[config.mk]
export PLATFORM = sky130hd
export DESIGN_NAME = chebk0_ram
export DESIGN_NICKNAME = d
export VERILOG_FILES = /design/src/rtl/core/chebk0_ram.sv
export SDC_FILE = /design/constraint.sdc
export NUM_CORES = 1
export LEC_CHECK = 0
export ABC_CLOCK_PERIOD_IN_PS = 4900
export BUFFER_PORTS_ARGS = -buffer_cell sky130_fd_sc_hd__buf_2
export CAP_MARGIN = 10
export CORE_MARGIN = 1.5
export CORE_UTILIZATION = 60
export CTS_CLUSTER_DIAMETER = 200
export CTS_CLUSTER_SIZE = 10
export DETAILED_ROUTE_END_ITERATION = 6
export GPL_TIMING_DRIVEN = 0
export PLACE_DENSITY = 0.83
export REMOVE_ABC_BUFFERS = 1
export SYNTH_ARGS = -nofsm -noshare
export SYNTH_HDL_FRONTEND = slang
export SYNTH_SLANG_ARGS = --single-unit
[constraint.sdc]
create_clock -name i_clk -period 4.9 [get_ports i_clk]
set_clock_uncertainty 0.1 [all_clocks]
set_input_delay 0 -clock i_clk [delete_from_list [all_inputs] [get_ports i_clk]]
set_output_delay 0 -clock i_clk [all_outputs]
set_load 0.02 [all_outputs]
[src/rtl/core/chebk0_ram.sv]
// ----------------------------------------------------------------------------
// chebk0_ram
// Single-port synchronous RAM with registered read data.
// ----------------------------------------------------------------------------
module chebk0_ram #(
    parameter int unsigned WIDTH = 32,
    parameter int unsigned DEPTH = 32
) (
    input  logic                     i_clk,
    input  logic                     i_we,
    input  logic [$clog2(DEPTH)-1:0] i_addr,
    input  logic [WIDTH-1:0]         i_wdata,
    output logic [WIDTH-1:0]         o_rdata
);
    logic [WIDTH-1:0] r_mem [DEPTH];
    logic [WIDTH-1:0] r_rdata;

    always_ff @(posedge i_clk) begin
        if (i_we) begin
            r_mem[i_addr] <= i_wdata;
        end
        r_rdata <= r_mem[i_addr];
    end

    assign o_rdata = r_rdata;
endmodule

; After elaboration in Yosys (flattened, before gate mapping)
; Memories as Yosys holds them, arrays and structs flattened. A register that Yosys moved wholly into a read port is not among the register bits.
; Cells that the tools add are included.
[word_totals]
ff_bits = 0
mem_bits_rw = 1024
in_bits = 39
wordCells = 3
n_memories = 1
[memory_table]
columns = name, depth, width, rd, rd_clocked_by_memory_dff, write_ports, line_no
row1 = r_mem, 32, 32, 1, 1, 1, 15  ; logic [WIDTH-1:0] r_mem [DEPTH];
[op_classes]
n_mux = 2
[op_table]
columns = operator, n
row1 = 1-bit 2-to-1 mux, 2

; Depth between registers and ports, before layout
; Gate-level depths: netlist (run 1).
[depth]
ltp_word = 2
mapped_depth = 8

; Worst setup path after synthesis (run 1)
; OpenSTA, ideal clock, no wires.
[synth_path]
path_kind = input-to-reg
start = in i_addr[1]
end = mem r_mem[27][0], enable pin
setup_ns = 0.461
t_arrival_ns = 3.208
required_time_ns = 4.339
slack_ns = 1.131
stages = 6
path_buffers = 4
cell_sequence = clkbuf_1 > buf_4 > buf_2 > buf_2 > nand3_1 > nor3_1
[synth_rtl]
columns = item, line_no
row1 = start: declaration, 11  ; input logic [$clog2(DEPTH)-1:0] i_addr,
row2 = end: declaration, 15
; Straight into the memory's write port.

; Worst setup path after layout (run 1)
[layout_path]
start = in i_addr[1]
end = mem r_mem[31][28], enable pin
; Straight into the memory's write port.

==> flow_metrics.env, run 1 <==
export IMPL_period_needed_ns=3.78
export IMPL_routabilityCongestion=0.769
export IMPL_design_core_area_sq_mm=0.0656
export IMPL_grt_max_degree=101
export IMPL_slew_headroom_pct=24.7
export IMPL_clkLatencyLatePin_ns=0.70
export IMPL_ant_nets=0
export IMPL_critical_path_class="input pin to flip-flop"
export IMPL_start_util_pct=60.6
export IMPL_post_cts_resized=0
export IMPL_synth_mux_area_share_pct=12.9
export IMPL_htreeDepth=3
export IMPL_postSynthCellCount=2107
export IMPL_outcome="finished clean"
export IMPL_synth_cell_types=23
export IMPL_switching_share_pct=21.0
export IMPL_num_vias=21800
export IMPL_post_cts_buffers=0
export IMPL_syn_area_sq_mm=0.0397
export IMPL_portBuffers=70
export IMPL_p_sw_uw=3950
export IMPL_drt_total_wl_um=98800
export IMPL_dr_pass1_iters=7
export IMPL_synthXorXnorAreaFrac_pct=0
export IMPL_cts_buffers=115
export IMPL_power_density_mw_per_mm2=412
export IMPL_clkSinkCount=1056
export IMPL_start_kind="input pin"
export IMPL_wl_per_cell_um=30.6
export IMPL_track_usage_pct=29.3
export IMPL_dieArea_sq_mm=0.0678
export IMPL_intPower_uw=14900
export IMPL_grt_pass1_wl_um=141000
export IMPL_layout_common_cells="edfxtp_1 (1024), mux2i_1 (512), o22ai_1 (256)"
export IMPL_clkTransAtPathRegs_ns=0.06
export IMPL_antenna_found_initial=0
export IMPL_finalHoldViolCount=0
export IMPL_cp_required_ns=5.17
export IMPL_clkPwrFrac_pct=41.8
export IMPL_fill_cells=3823
export IMPL_comb_power_share_pct=4.6
export IMPL_maxCapViolCount=0
export IMPL_cts_hold_buffers_added=33
export IMPL_nNetsFinal=2305
export IMPL_cp_max_fo=66
export IMPL_cp_arrival_ns=4.06
export IMPL_p_leak_uw=0.0158
export IMPL_fin_cells=3227
export IMPL_drtIter0Drc=2972
export IMPL_cts_tree="yes"
export IMPL_fmax_ghz=0.264
export IMPL_stdcell_area_sq_mm=0.0457
export IMPL_cts_buffer_depth=3
export IMPL_antenna_cells=0
export IMPL_dp_hpwl_um=52900
export IMPL_end_kind="flip-flop"
export IMPL_ys_seq_elements=1056
export IMPL_finalPower_uw=18800
export IMPL_fin_crit_sh_pct=77.2
export IMPL_rsz0062_at_grt="false"
export IMPL_finalSetupTns_ns=0
export IMPL_pin_count=71
export IMPL_viasPerCell=6.76
export IMPL_layout_commonest_cell="edfxtp_1"
export IMPL_drive_gt1_share_pct=12.9
export IMPL_slew_violations=0
export IMPL_die_w_um=260
export IMPL_syn_to_final_growth_pct=14.9
export IMPL_drc=0
export IMPL_dp_cells=2980
export IMPL_cts_root_buf="clkbuf_16"
export IMPL_yosysSeqAreaShare_pct=79.0
export IMPL_seq_power_share_pct=53.6
export IMPL_peakVddDrop_v=0.000342
export IMPL_synthSimpleGateAreaFrac_pct=2.27
export IMPL_synth_warnings=0
export IMPL_hold_path_class="input pin to flip-flop"
export IMPL_std_cell_rows=94
export IMPL_placed_area_sq_mm=0.0420
export IMPL_setup_viol=0
export IMPL_grt_overflow=0
export IMPL_holdWs_ns=0.213
export IMPL_syn_area_per_cell_sq_um=18.9
export IMPL_synth_top_family_by_area="multiplexers"
export IMPL_synth_compound_area_share_pct=4.03
export IMPL_die_y_um=260
export IMPL_synth_fa_ha_area_share_pct=0
export IMPL_tightest_slew_ns=1.13
export IMPL_grt_pass1_vias=21800
[final timing paths]
check	end	cells past startpoint	slack [ns]	startpoint
min reg2reg	o_rdata[9]	4	0.57	r_mem[28][9]
min	r_mem[26][18]	3	0.21	i_addr[3]
max	r_mem[31][28]	7	1.12	i_addr[1]
max reg2reg	o_rdata[18]	4	2.96	r_mem[22][18]
[worst max-delay path: stages]
cell and delay [ns]:
dlygate4sd3_1 0.56, buf_8 0.43, buf_16 0.38, buf_16 0.38
nand3_1 0.75, nor2_4 1.10, buf_12 0.27
[Yosys cell counts, drive strengths merged]
master	number	area, sq um
nor4	64	400
nand4	1	6.26
or4	1	11.3
dfxtp	32	641
o22ai	256	1600
nor2	29	109
nand3b	4	30.0
or3	1	6.26
nor3	4	20.0
edfxtp	1024	30700
nand4b	4	35.0
or4b	4	51.3
clkbuf	23	86.3
mux2i	512	5120
nand2	34	128
nand4bb	6	67.6
buf	103	638
or3b	3	26.3
nand3	2	10.0
[layout make-up]
type	count	area [sq um]	share of cell area [%]
flip-flops and latches	1056	31400	68.7
multi-input cells	925	7960	17.4
well taps	864	1080	2.37
clock buffers	209	3290	7.21
clock inverters	5	87.6	0.192
repair buffers	168	1870	4.10
[stage by stage]
stage                     utilization (%)  setup WS (ns)
after CTS                            69.6           1.12
after floorplan                         -           1.57
after detailed placement             63.9           1.14
final                                69.6           1.12
after global routing                 69.6           1.02
after global placement               61.6         -14.40
[power by group through the flow]
stage	registers, uW	clock network (uW)	logic [uW]
2_1_floorplan	10300	0	305
5_1_grt	10100	8260	911
3_3_place_gp	10300	0	999
3_5_place_dp	10300	0	823
4_1_cts	10100	7900	857
6_report	10100	7870	871
[cell families after synthesis]
logic type	after synthesis
AND/OR/NAND/NOR	157
flip-flops	1056
multiplexers	512
buffers and inverters	126
AO/OA/AOI/OAI	256
[sequential cells by signal, indices dropped and copies added (netlist names)]
name / count
o_rdata: 32
r_mem: 1024
[routing by layer]
layer  track usage (%)  up-vias  routed length [um]
met1              39.1    10900               35900
li1                  -     8919                   -
met4              13.9        0                4620
met5                 0        -                   0
met3              6.22      339               11700
met2              46.7     1692               46500
Power figures use the tool's default switching activity.
==> run 2: changes to the inputs <==
Settings changed: ABC_CLOCK_PERIOD_IN_PS 4900 to 3100, CORE_UTILIZATION 60 to 56, PLACE_DENSITY 0.83 to 0.81.
Clock period 4.9 ns to 3.1 ns, I/O delays scaled along.
==> run 2 against run 1 <==
  * The flow now finishes with violations (design-rule violations)
  * Sequential share of layout area shrank 0.40 points
  * Largest cell class unchanged
  * Clock-buffer cell count is 2 higher
  * Power increased by 58%
  * Die area is 7.1% higher
  * Global-route usage down 2.8 points
  * Combinational power rose by 57%
  * Non-clock buffer count up 7
==> flow_metrics.env, run 2 (same netlist as run 1, synthesis figures left out) <==
export IMPL_finalSetupTns_ns=0
export IMPL_hold_path_depth=5
export IMPL_period_needed_ns=3.04
export IMPL_fin_crit_sh_pct=98.0
export IMPL_cts_tree="yes"
export IMPL_p_leak_uw=0.0159
export IMPL_grt_pass1_vias=21700
export IMPL_slew_violations=0
export IMPL_cts_buffers=115
export IMPL_drt_total_wl_um=97300
export IMPL_slew_headroom_pct=30.9
export IMPL_finalHoldViolCount=0
export IMPL_cts_root_buf="clkbuf_16"
export IMPL_fmax_ghz=0.329
export IMPL_grt_util_met3_pct=4.47
export IMPL_design_core_area_sq_mm=0.0701
export IMPL_hp_start="i_addr[1]"
export IMPL_portBuffers=70
export IMPL_clkTransAtPathRegs_ns=0.05
export IMPL_antenna_cells=0
export IMPL_violations="design-rule violations"
export IMPL_peakVddDrop_v=0.000482
export IMPL_start_util_pct=56.7
export IMPL_path_buf_inv=4
export IMPL_layout_common_cells="edfxtp_1 (1024), mux2i_1 (512), o22ai_1 (256)"
export IMPL_tightest_slew_ns=1.03
export IMPL_crit_reg2reg_launch="r_mem[7][21]"
export IMPL_critPathMaxStageDelay_ns=0.93
export IMPL_ff2ff_path_depth=6
export IMPL_dieArea_sq_mm=0.0726
export IMPL_std_cell_rows=97
export IMPL_setup_viol=0
export IMPL_htreeDepth=3
export IMPL_cp_depth=6
export IMPL_cts_buffer_depth=3
export IMPL_pin_count=71
export IMPL_dr_pass1_iters=7
export IMPL_drc=1
export IMPL_grt_pass1_wl_um=141000
export IMPL_end_kind="flip-flop"
export IMPL_use_met1_pct=33.1
export IMPL_cp_common_cell="buf_8"
export IMPL_cp_required_ns=3.37
export IMPL_critPathTopFamily="simple AND/OR/NAND/NOR gates"
export IMPL_die_w_um=269
export IMPL_post_cts_buffers=0
export IMPL_nNetsFinal=2312
export IMPL_critical_path_class="input pin to flip-flop"
export IMPL_busiest_layer="met2"
export IMPL_die_y_um=269
export IMPL_grt_use_met2_pct=45.3
export IMPL_startpoint="i_addr[1]"
export IMPL_drtIter0Drc=2533
export IMPL_grt_max_degree=99
export IMPL_path_cells="buf_8 > buf_16 > nand3_1 > nor3_2 > buf_6 > buf_8"
export IMPL_ant_nets=0
export IMPL_slowest_stage="nor3_2"
export IMPL_cp_max_fo=94
export IMPL_syn_to_final_growth_pct=15.6
export IMPL_layout_commonest_cell="edfxtp_1"
export IMPL_start_kind="input pin"
export IMPL_regMostFlops="r_mem"
export IMPL_track_usage_pct=26.6
export IMPL_clkSinkCount=1056
export IMPL_r2r_slack_ns=0.80
export IMPL_maxCapViolCount=0
export IMPL_power_density_mw_per_mm2=649
export IMPL_rsz0062_at_grt="false"
export IMPL_viasPerCell=6.48
export IMPL_outcome="finished with violations"
export IMPL_wl_per_cell_um=29.4
export IMPL_cp_arrival_ns=3.31
export IMPL_largest_reg_flops=1024
export IMPL_grt_overflow=0
export IMPL_fill_cells=4391
export IMPL_finalPower_uw=29800
export IMPL_dp_hpwl_um=54000
export IMPL_num_vias=21400
export IMPL_clkLatencyLatePin_ns=0.68
export IMPL_antenna_found_initial=1
export IMPL_hold_path_class="input pin to flip-flop"
export IMPL_routabilityCongestion=0.742
export IMPL_drive_gt1_share_pct=12.8
## run 2: worst paths after layout
check	to
worst max-delay path	r_mem[27][9]
worst min-delay path	o_rdata[11]
worst max register to register	o_rdata[21]
worst min register to register	o_rdata[20]
## run 2: worst register-to-register path, cell delays in order, from the launching register on
cell and delay, ns:
edfxtp_1 0.36, mux2i_1 0.14, o22ai_1 0.09, dlygate4sd3_1 0.60
nor4_1 0.23, dlygate4sd3_1 0.59, nand2_1 0.06
## run 2: metrics by stage
stage / instances / setup WS (ns) / hold slack [ns] / area (sq um) / util, %
floorplan: 1981 / -0.230 / -0.00113 / 39000 / -
global placement: 2991 / -16.19 / 0.320 / 40500 / 57.8
detailed placement: 3056 / -0.533 / 0.316 / 42100 / 60.0
CTS: 3312 / 0.158 / 0.00765 / 46000 / 65.5
global route: 3312 / 0.0408 / 0.0439 / 46000 / 65.5
finish: 3312 / 0.0624 / 0.0314 / 46000 / 65.5
## run 2: power by group
group | switching, uW | leakage (uW) | internal [uW]
Combinational | 903 | 0.00476 | 471
Sequential | 60.3 | 0.00949 | 15900
Clock | 5280 | 0.00162 | 7220
Total | 6240 | 0.0159 | 23600
## run 2: final cells by class
class / count / area, sq um / share of cell area (%)
tap: 940 / 1180 / 2.56
timing repair buffer: 175 / 1990 / 4.32
sequential: 1056 / 31400 / 68.3
multi-input combinational: 925 / 7960 / 17.3
clock inverter: 5 / 140 / 0.305
clock buffer: 211 / 3300 / 7.19
## run 2: metal layers
| layer | vias to the layer above | part of all wire [%] |
|---|---|---|
| met1 | 10800 | 35 |
| met3 | 299 | 9.4 |
| li1 | 8930 | - |
| met4 | 2 | 4.6 |
| met5 | - | 0.013 |
| met2 | 1440 | 51 |
## run 2: timing repair
| item | in CTS | in global routing |
|---|---|---|
| hold buffers | 40 | 0 |
| endpoints found under the hold margin | 1027 | 0 |
| gates resized for setup | 0 | 0 |
==> run 3: changes to the inputs <==
Settings changed: SETUP_SLACK_MARGIN set to 0.5.
==> run 3 against run 2 <==
  * The flow now finishes without violations
  * Flip-flop and latch count unchanged
  * Critical path type unchanged
  * Critical endpoint is now r_mem[29][9]
  * Setup slack improved by 0.39 ns
  * Final cell count increased by 0.42%
  * Sequential power about the same
  * Wire length increased by 1.7%
  * Die area unchanged
==> flow_metrics.env, run 3 (same netlist as run 1, synthesis figures left out) <==
export IMPL_placed_area_sq_mm=0.0421
export IMPL_end_kind="flip-flop"
export IMPL_outcome="finished clean"
export IMPL_drive_gt1_share_pct=13.4
export IMPL_syn_to_final_growth_pct=16.0
export IMPL_num_vias=21800
export IMPL_fmax_ghz=0.377
export IMPL_hold_path_depth=5
export IMPL_period_needed_ns=2.65
export IMPL_largest_reg_flops=1024
export IMPL_clkTransAtPathRegs_ns=0.05
export IMPL_dr_pass1_iters=7
export IMPL_cts_root_buf="clkbuf_16"
export IMPL_r2r_slack_ns=1.14
export IMPL_rsz0062_at_grt="true"
export IMPL_grt_pass1_wl_um=143000
export IMPL_die_y_um=269
export IMPL_track_usage_pct=27.0
export IMPL_hp_start="i_addr[1]"
export IMPL_peakVddDrop_v=0.000480
export IMPL_tightest_slew_ns=1.07
export IMPL_pin_count=71
export IMPL_slew_headroom_pct=28.2
export IMPL_cts_tree="yes"
export IMPL_critical_path_class="input pin to flip-flop"
export IMPL_regMostFlops="r_mem"
export IMPL_cts_buffer_depth=3
export IMPL_stdcell_area_sq_mm=0.0461
export IMPL_dieArea_sq_mm=0.0726
export IMPL_drt_total_wl_um=98900
export IMPL_comb_power_share_pct=4.6
export IMPL_crit_reg2reg_launch="r_mem[23][22]"
export IMPL_std_cell_rows=97
export IMPL_htreeDepth=3
export IMPL_cp_arrival_ns=2.91
export IMPL_maxCapViolCount=0
export IMPL_busiest_layer="met2"
export IMPL_drtIter0Drc=2663
export IMPL_ff2ff_path_depth=4
export IMPL_clkLatencyLatePin_ns=0.68
export IMPL_ant_nets=0
export IMPL_worst_r2r_endpoint="o_rdata[22]"
export IMPL_dp_hpwl_um=54000
export IMPL_clkPwrFrac_pct=42.0
export IMPL_grt_max_degree=99
export IMPL_grt_pass1_vias=22000
export IMPL_seq_power_share_pct=53.4
export IMPL_cp_max_fo=94
export IMPL_layout_common_cells="edfxtp_1 (1024), mux2i_1 (512), o22ai_1 (256)"
export IMPL_pre_cts_ws_ns=-0.533
export IMPL_start_util_pct=56.7
export IMPL_intPower_uw=23600
export IMPL_die_w_um=269
export IMPL_wl_per_cell_um=29.7
export IMPL_drc=0
export IMPL_fin_crit_sh_pct=85.5
export IMPL_p_sw_uw=6300
export IMPL_viasPerCell=6.55
export IMPL_layout_commonest_cell="edfxtp_1"
export IMPL_hold_path_class="input pin to flip-flop"
export IMPL_antenna_found_initial=1
export IMPL_nNetsFinal=2325
export IMPL_clkSinkCount=1056
export IMPL_p_leak_uw=0.0160
export IMPL_design_core_area_sq_mm=0.0701
export IMPL_slew_violations=0
export IMPL_finalHoldViolCount=0
export IMPL_cts_buffers=115
export IMPL_layout_setup_ws_ns=0.449
export IMPL_grt_use_met2_pct=45.7
export IMPL_routabilityCongestion=0.742
export IMPL_switching_share_pct=21.1
export IMPL_portBuffers=70
export IMPL_cp_required_ns=3.36
export IMPL_grt_overflow=0
export IMPL_grt_util_met3_pct=4.66
export IMPL_hold_end="o_rdata[31]"
export IMPL_use_met1_pct=33.4
export IMPL_setup_viol=0
export IMPL_start_kind="input pin"
export IMPL_power_density_mw_per_mm2=648
[run 3: changes by cell type in the layout (fill, tap and decap cells not counted)]
cell | before | now
nand3_1 | 2 | 1
diode_2 | 0 | 1
buf_12 | 23 | 27
nand3_2 | 0 | 1
buf_4 | 0 | 8
nor2_2 | 0 | 1
nor3_4 | 0 | 2
nor2_4 | 28 | 29
dlygate4sd3_1 | 40 | 39
nor3_2 | 4 | 2
[run 3: critical path, stage by stage]
cell      delay [ns]
buf_8           0.22
buf_16          0.32
nand3b_1        0.85
nor2_4          1.04
buf_16          0.25
[run 3: cell type report]
class / count / area [sq um]
Antenna cell: 1 / 2.50
Sequential cell: 1056 / 31400
Clock buffer: 211 / 3300
Clock inverter: 5 / 140
Tap cell: 940 / 1180
Timing Repair Buffer: 186 / 2120
Multi-Input combinational cell: 927 / 7990
Fill cell: 4365 / 24000
[run 3: routing by layer]
metal | share of wire, % | vias to the layer above
li1 | - | 8964
met1 | 35 | 11000
met2 | 50 | 1478
met3 | 9.4 | 342
met4 | 5.1 | 0
met5 | 0 | -
[run 3: what timing repair did]
action / in CTS / in global routing
cloned: 2 / 0
pin swaps: 9 / 0
endpoints found under the setup margin: 379 / 22
endpoints found under the hold margin: 1027 / 0
setup buffers: 12 / 0
hold buffers: 39 / 0
gates resized for setup: 3 / 1
[run 3: how the worst max path moves through the flow]
stage,start,depth (start not counted),end
4_1_cts,i_addr[1],4,r_mem[18][29]
5_1_grt,i_addr[1],5,r_mem[29][9]
3_3_place_gp,i_addr[1],3,r_mem[27][8]
3_5_place_dp,i_addr[1],6,r_mem[27][17]
6_report,i_addr[1],5,r_mem[29][9]
2_1_floorplan,i_addr[0],2,r_mem[24][0]
[run 3: stage by stage]
step / total power, uW / std cells / TNS, ns / hold slack [ns] / utilization, %
after global routing: 30600 / 3325 / 0 / 0.0342 / 65.7
after global placement: 17800 / 2991 / - / 0.320 / 57.8
after CTS: 29900 / 3325 / 0 / 0.000845 / 65.7
after detailed placement: 17500 / 3056 / -126.21 / 0.316 / 60.0
final: 29900 / 3326 / 0 / 0.0216 / 65.7
after floorplan: 16800 / 1981 / -7.35 / -0.00113 / -
[run 3: power groups by stage]
| stage | clock (uW) | sequential [uW] | combinational, uW |
|---|---|---|---|
| 2_1_floorplan | 0 | 16300 | 483 |
| 3_3_place_gp | 0 | 16200 | 1570 |
| 3_5_place_dp | 0 | 16200 | 1300 |
| 4_1_cts | 12600 | 15900 | 1370 |
| 5_1_grt | 13200 | 16000 | 1460 |
| 6_report | 12500 | 15900 | 1390 |
